**src/rtl/fqg_pkg.sv**
```systemverilog
// Shared types and constants for the frame quality gate.
// No dependencies; the other RTL files except fqg_if refer to it by scoped names.
package fqg_pkg;

  // Configuration port geometry
  localparam int CFG_AW = 5;
  localparam int CFG_DW = 32;

  // Register indexes (byte address / 4)
  localparam logic [2:0] REG_FRAME_WIDTH    = 3'd0;
  localparam logic [2:0] REG_FRAME_HEIGHT   = 3'd1;
  localparam logic [2:0] REG_MIN_BRIGHTNESS = 3'd2;
  localparam logic [2:0] REG_MAX_BRIGHTNESS = 3'd3;
  localparam logic [2:0] REG_MIN_BLUR       = 3'd4;
  localparam logic [2:0] REG_CONF_LOW       = 3'd5;
  localparam logic [2:0] REG_CONF_HIGH      = 3'd6;

  // Register reset values
  localparam logic [10:0] RST_FRAME_WIDTH    = 11'd640;
  localparam logic [10:0] RST_FRAME_HEIGHT   = 11'd480;
  localparam logic [7:0]  RST_MIN_BRIGHTNESS = 8'd40;
  localparam logic [7:0]  RST_MAX_BRIGHTNESS = 8'd220;
  localparam logic [19:0] RST_MIN_BLUR       = 20'd100;
  localparam logic [15:0] RST_CONF_LOW       = 16'd26214;
  localparam logic [15:0] RST_CONF_HIGH      = 16'd39322;

  // Item kinds
  localparam logic CMD_DETECTION = 1'b0;
  localparam logic CMD_PIXEL     = 1'b1;

  // Gray conversion, Q14 weights plus rounding
  localparam logic [21:0] GRAY_K_RED   = 22'd4899;
  localparam logic [21:0] GRAY_K_GREEN = 22'd9617;
  localparam logic [21:0] GRAY_K_BLUE  = 22'd1868;
  localparam logic [21:0] GRAY_ROUND   = 22'd8192;

  typedef enum logic [2:0] {
    REASON_CLEAR       = 3'd0,
    REASON_UNCERTAIN   = 3'd1,
    REASON_TOO_DARK    = 3'd2,
    REASON_TOO_BRIGHT  = 3'd3,
    REASON_BLURRY      = 3'd4
  } reason_t;

  // Line store lanes used by one Laplacian row sweep
  typedef struct packed {
    logic [1:0] up;
    logic [1:0] mid;
    logic [1:0] dn;
  } sweep_rows_t;

  // Verdict from the end-of-frame arithmetic
  typedef struct packed {
    logic done;
    logic dark;
    logic bright;
    logic blurry;
  } verdict_t;

endpackage

```
**src/rtl/fqg_decide.sv**
```systemverilog
// End-of-frame brightness and blur verdict on one shared shift-add multiplier.
// Depends on fqg_pkg (verdict_t).
module fqg_decide #(
  parameter int NW = 20
) (
  input  logic                  clk,
  input  logic                  rst_n,
  input  logic                  go,
  input  logic [NW+7:0]         gray_total,
  input  logic [NW-1:0]         gray_cnt,
  input  logic signed [NW+10:0] lap_sum,
  input  logic [NW+19:0]        lap_sq,
  input  logic [NW-1:0]         lap_cnt,
  input  logic [7:0]            min_bright,
  input  logic [7:0]            max_bright,
  input  logic [19:0]           min_blur,
  output fqg_pkg::verdict_t     verdict
);

  localparam int AW = 2 * NW + 20;
  localparam int BW = (NW + 10 > 20) ? NW + 10 : 20;

  typedef enum logic [6:0] {
    D_IDLE   = 7'b0000001,
    D_DARK   = 7'b0000010,
    D_BRIGHT = 7'b0000100,
    D_T1     = 7'b0001000,
    D_T2     = 7'b0010000,
    D_T3     = 7'b0100000,
    D_RHS    = 7'b1000000
  } dstate_t;

  dstate_t          state_r, state_nxt;
  logic [AW-1:0]    ma_r, acc_r, diff_r;
  logic [BW-1:0]    mb_r;
  logic             dark_r, bright_r, blurry_r, done_r;
  logic             mul_fin;
  logic signed [NW+10:0] neg_sum;
  logic [NW+9:0]    abs_sum;

  assign mul_fin = (mb_r == '0);
  assign neg_sum = (lap_sum < 0) ? -lap_sum : lap_sum;
  assign abs_sum = neg_sum[NW+9:0];

  // Sequencer: one product after another
  always_comb begin
    state_nxt = state_r;
    unique case (state_r)
      D_IDLE:   if (go) state_nxt = D_DARK;
      D_DARK:   if (mul_fin) state_nxt = D_BRIGHT;
      D_BRIGHT: if (mul_fin) state_nxt = D_T1;
      D_T1:     if (mul_fin) state_nxt = D_T2;
      D_T2:     if (mul_fin) state_nxt = D_T3;
      D_T3:     if (mul_fin) state_nxt = D_RHS;
      D_RHS:    if (mul_fin) state_nxt = D_IDLE;
      default:  state_nxt = D_IDLE;
    endcase
  end

  always_ff @(posedge clk) begin
    if (!rst_n) begin
      state_r <= D_IDLE;
      done_r  <= 1'b0;
    end else begin
      state_r <= state_nxt;
      done_r  <= (state_r == D_RHS) && mul_fin;
    end
  end

  // Multiplier step, or store the product and load the next operands
  always_ff @(posedge clk) begin
    if (state_r != D_IDLE && !mul_fin) begin
      acc_r <= acc_r + (mb_r[0] ? ma_r : '0);
      ma_r  <= ma_r << 1;
      mb_r  <= mb_r >> 1;
    end else begin
      acc_r <= '0;
      unique case (state_r)
        D_IDLE: begin
          ma_r <= AW'(gray_cnt);
          mb_r <= BW'(min_bright);
        end
        D_DARK: begin
          dark_r <= AW'(gray_total) < acc_r;
          ma_r   <= AW'(gray_cnt);
          mb_r   <= BW'(max_bright);
        end
        D_BRIGHT: begin
          bright_r <= AW'(gray_total) > acc_r;
          ma_r     <= AW'(lap_sq);
          mb_r     <= BW'(lap_cnt);
        end
        D_T1: begin
          diff_r <= acc_r;
          ma_r   <= AW'(abs_sum);
          mb_r   <= BW'(abs_sum);
        end
        D_T2: begin
          diff_r <= diff_r - acc_r;
          ma_r   <= AW'(lap_cnt);
          mb_r   <= BW'(lap_cnt);
        end
        D_T3: begin
          ma_r <= acc_r;
          mb_r <= BW'(min_blur);
        end
        D_RHS: begin
          blurry_r <= diff_r < acc_r;
        end
        default: begin
          ma_r <= '0;
          mb_r <= '0;
        end
      endcase
    end
  end

  assign verdict.done   = done_r;
  assign verdict.dark   = dark_r;
  assign verdict.bright = bright_r;
  assign verdict.blurry = blurry_r;

  a_go_idle: assert property (@(posedge clk) disable iff (!rst_n)
    go |-> state_r == D_IDLE)
    else $error("verdict requested while busy");
  a_done_back_idle: assert property (@(posedge clk) disable iff (!rst_n)
    done_r |-> state_r == D_IDLE)
    else $error("done without return to idle");
  a_done_after_rhs: assert property (@(posedge clk) disable iff (!rst_n)
    done_r |-> $past(state_r) == D_RHS)
    else $error("done from wrong step");

endmodule

```
**config.mk**
```make
export PLATFORM = sky130hd
export DESIGN_NAME = fqg_decide
export DESIGN_NICKNAME = d
export VERILOG_FILES = /design/src/rtl/fqg_pkg.sv /design/src/rtl/fqg_decide.sv
export SDC_FILE = /design/constraint.sdc
export NUM_CORES = 1
export LEC_CHECK = 0
export BUFFER_PORTS_ARGS = -buffer_cell sky130_fd_sc_hd__clkbuf_2
export CAP_MARGIN = 25
export CORE_ASPECT_RATIO = 0.5
export CORE_UTILIZATION = 61
export CTS_CLUSTER_DIAMETER = 100
export CTS_CLUSTER_SIZE = 8
export DETAILED_ROUTE_END_ITERATION = 8
export HOLD_SLACK_MARGIN = 0.05
export MAX_ROUTING_LAYER = met4
export PLACE_DENSITY = 0.87
export SETUP_SLACK_MARGIN = 0.2
export SYNTH_ARGS = -nofsm -noshare
export SYNTH_HDL_FRONTEND = slang
export SYNTH_SLANG_ARGS = --single-unit
export TNS_END_PERCENT = 30
```
**constraint.sdc**
```tcl
create_clock -name clk -period 6.19 [get_ports clk]
set_input_delay 0.9285 -clock clk [delete_from_list [all_inputs] [get_ports clk]]
set_output_delay 0.9285 -clock clk [all_outputs]
set_load 0.02 [all_outputs]
```
==> reports/results.md <==
• CTS sink cnt: 221
• wire length of the first global-routing pass: 78.80 mm
• minimum hold slack: 0.5356 ns
• top cells by instance count after synthesis: 241 x nor2_1, 225 x nand2_1, 174 x a21oi_1
• max-slew violation count: 0
• cts bufs inserted: 31
• slew at the pin closest to its max-slew limit: 0.9935 ns
• final routed DRC violation total: 0
• RSZ-0062 raised after global routing: no
• top cell type by total area after synthesis: edfxtp_1
• post-CTS setup repair buffer count: 0
• share of the synthesized area in the top cell type: 25.61%
• die outline width: 242.9 µm
• number of buffers added to fix hold violations after cts: 0
• Gate Count Post-Synth: 2134
• Hold Vio Cnt, Final: 0
• number of filler instances in the final layout: 2312
• predominant post-synthesis flop cell: edfxtp_1
• final wirelength: 50.23 mm
• Resized Gates After CTS: 0
• status: finished clean
• time the worst path needs with I/O delays and setup: 4.677 ns
• arrival time worst endpoint: 5.10 ns
• Hold WC Path Type: flop to flop
• worst clock skew: 0.01395 ns
• floorplan core area: 28080 µm²
• post-place setup slack: 1.699 ns
• cell-by-cell trace of the critical path: and2_1 -> ha_1 -> a21o_1 -> and4_1 -> a311oi_1 -> o21ai_0 -> a31oi_1 -> o21ai_0 -> a21boi_0 -> o21ai_0 -> a41oi_1 -> xor2_1 -> nor2_1
• largest cells by area after synthesis: edfxtp_1 26%, ha_1 10%, dfxtp_1 7.9%, nor2_1 5.1%, a21oi_1 4.9%
• number of placed I/O pins: 182
• count of maximum capacitance violations: 0
• EDFF count, synth: 151
• Post-DP HPWL: 37.30 mm
• most common cell in the synthesized netlist: nor2_1
• number of antenna violations at the first check in global routing: 3
• number of buffers between clock root and the deepest sink: 3
• number of flip-flops and latches in the synthesized netlist: 221
• Die Outline Area: 29750 µm²
• Critical Path Slowest Stage Cell: edfxtp_1
• Area growth, synth to finish: 11.10%
• sequential element share of the synthesized area: 33.53%
• initial core utilization: 63.04%
• number of non-filler instances in the completed layout: 2652
• average size of a mapped cell: 8.296 µm²
• net count after synthesis: 2462
• pin count of the biggest net entering global routing: 115
• Critical Path End Type: flop
• Worst path top cell family by delay: compound AO/OA/AOI/OAI gates
• Layout Nets: 2572
• CP Buf/Inv Count: 0
• total routing resource utilization after global routing: 33.83%
• WS Path Type: flop to flop
• Post-Synthesis Cell Area: 17700 µm²
• ANT nets after route: 0
• crit path setup slack, layout: 1.513 ns
• number of buffer cells added on primary ports: 181
• buffer type at the clock tree root: clkbuf_16
• maximum fanout along the worst path: 27
• post-synthesis cell type count: 74
• GR Overflow Total: 0
• cell count after placement: 2592
• drt first-iter violations: 1618
• detailed-route vias per instance: 6.310
• delay contributed by the slowest stage of the critical path: 0.80 ns
• power per cell area: 341.5 nW/µm²
• clock tree from TritonCTS: yes
• clock latency at the later pin of the worst-skew pair: 0.57 ns
• # H-tree levels: 1
• total number of yosys warnings: 0
• via count of the first global-routing pass: 15690
• register clock-pin slew on the reported worst setup and hold paths: 0.06 ns
• most prevalent standard cell on the critical path: o21ai_0
• maximum ir drop on the vdd rail: 255.9 µV
• Wirelength per Cell: 18.94 µm
• final period utilization: 75.56%
• setup violation total in the final timing report: 0
• Die Height: 122.5 µm
• worst max-slew margin expressed relative to the limit: 33.77%
• layout cell share with drive strength beyond 1: 11.29%
• standard-cell rows: 43
• top achievable clock speed: 0.2138 GHz
• Pre-Repair DR Iteration Count: 7
• crit path launch type: flop
• sum of negative setup slack: 0 ns
• routed vias: 16740
• leak pwr: 0.008287 µW
• data required time at the worst endpoint: 6.62 ns
• Async SR Flop Fraction: 0%
• Placer Congestion: 1.043
layout by cell type, fill, tap and decap left out, drive strengths merged, types with 14 or more instances in the layout:
cell / count
a21oi: 174
inv: 97
nand2: 225
buf: 14
nand4: 43
clkbuf: 236
and2: 72
and3: 19
nor2b: 24
a31oi: 26
ha: 148
a221oi: 39
o31ai: 17
o21ai: 142
nor3: 32
nor2: 241
nor4: 19
a222oi: 14
a22o: 14
a21o: 85
xor2: 67
nand3: 48
o21bai: 20
a221o: 15
xnor2: 70
edfxtp: 151
nand2b: 18
dfxtp: 70
worst reg2reg max path: cells and delay by family, from the launching register on:
family          cells  cell delay (ns)
compound gates      8             2.75
flops               1             0.80
simple gates        3             0.54
fa+ha+maj           1             0.25
xor+xnor            1             0.19
final cells by class:
| cell class | instances | area [µm²] | share of cell area (%) |
|---|---|---|---|
| clock buffers | 55 | 865.8 | 4.402 |
| flip-flops and latches | 221 | 5936 | 30.18 |
| repair buffers | 195 | 1031 | 5.241 |
| diodes | 3 | 7.507 | 0.03817 |
| inverters | 97 | 364.1 | 1.851 |
| well taps | 382 | 478.0 | 2.430 |
| multi-input cells | 1698 | 10980 | 55.84 |
| clock inverters | 1 | 5.005 | 0.02544 |
cell families after synthesis:
kind of cell               Yosys count  share of synthesized area, %
DFF                                221                         33.53
AOI/OAI and AO/OA                  623                         23.09
muxes                                7                        0.4028
xor gates and xnor gates           137                         6.777
adders and majority gates          150                         10.69
buffers and inverters              215                         4.686
and+or+nand+nor                    781                         20.83
where the power goes:
group | total [µW] | switching [µW] | internal (µW)
Sequential | 2260 | 308 | 1950
Combinational | 2860 | 1740 | 1130
Clock | 1590 | 664 | 928
metal layers:
layer	vias up	share of wire, %	global-route usage (%)
li1	8026	-	-
met1	7820	42	41.87
met2	733	47	55.82
met3	156	7.0	4.614
met4	0	4.4	15.21
met5	-	0	-
metrics by stage:
stage	power (µW)	util [%]	instance area [µm²]
after CTS	6672	69.91	19640
after global routing	7124	70.04	19670
after global placement	4996	66.81	18760
after detailed placement	5074	66.81	18760
final	6717	70.04	19670
after floorplan	4316	-	17700
path summary, 6_finish.rpt:
| check | startpoint | endpoint | slack [ns] | depth (start not counted) |
|---|---|---|---|---|
| max reg2reg | mb_r[0] | acc_r[51] | 1.51 | 13 |
| min | ma_r[39] | ma_r[40] | 0.54 | 2 |
| min reg2reg | ma_r[39] | ma_r[40] | 0.54 | 2 |
| max | mb_r[0] | acc_r[51] | 1.51 | 13 |
state kept, by name (all words and copies together) (netlist names):
| name | count |
|---|---|
| bright_r | 1 |
| acc_r | 60 |
| mb_r | 30 |
| ma_r | 60 |
| done_r | 1 |
| blurry_r | 1 |
| state_r | 7 |
| diff_r | 60 |
| dark_r | 1 |
Note: power is estimated with default switching activity, not from simulation.
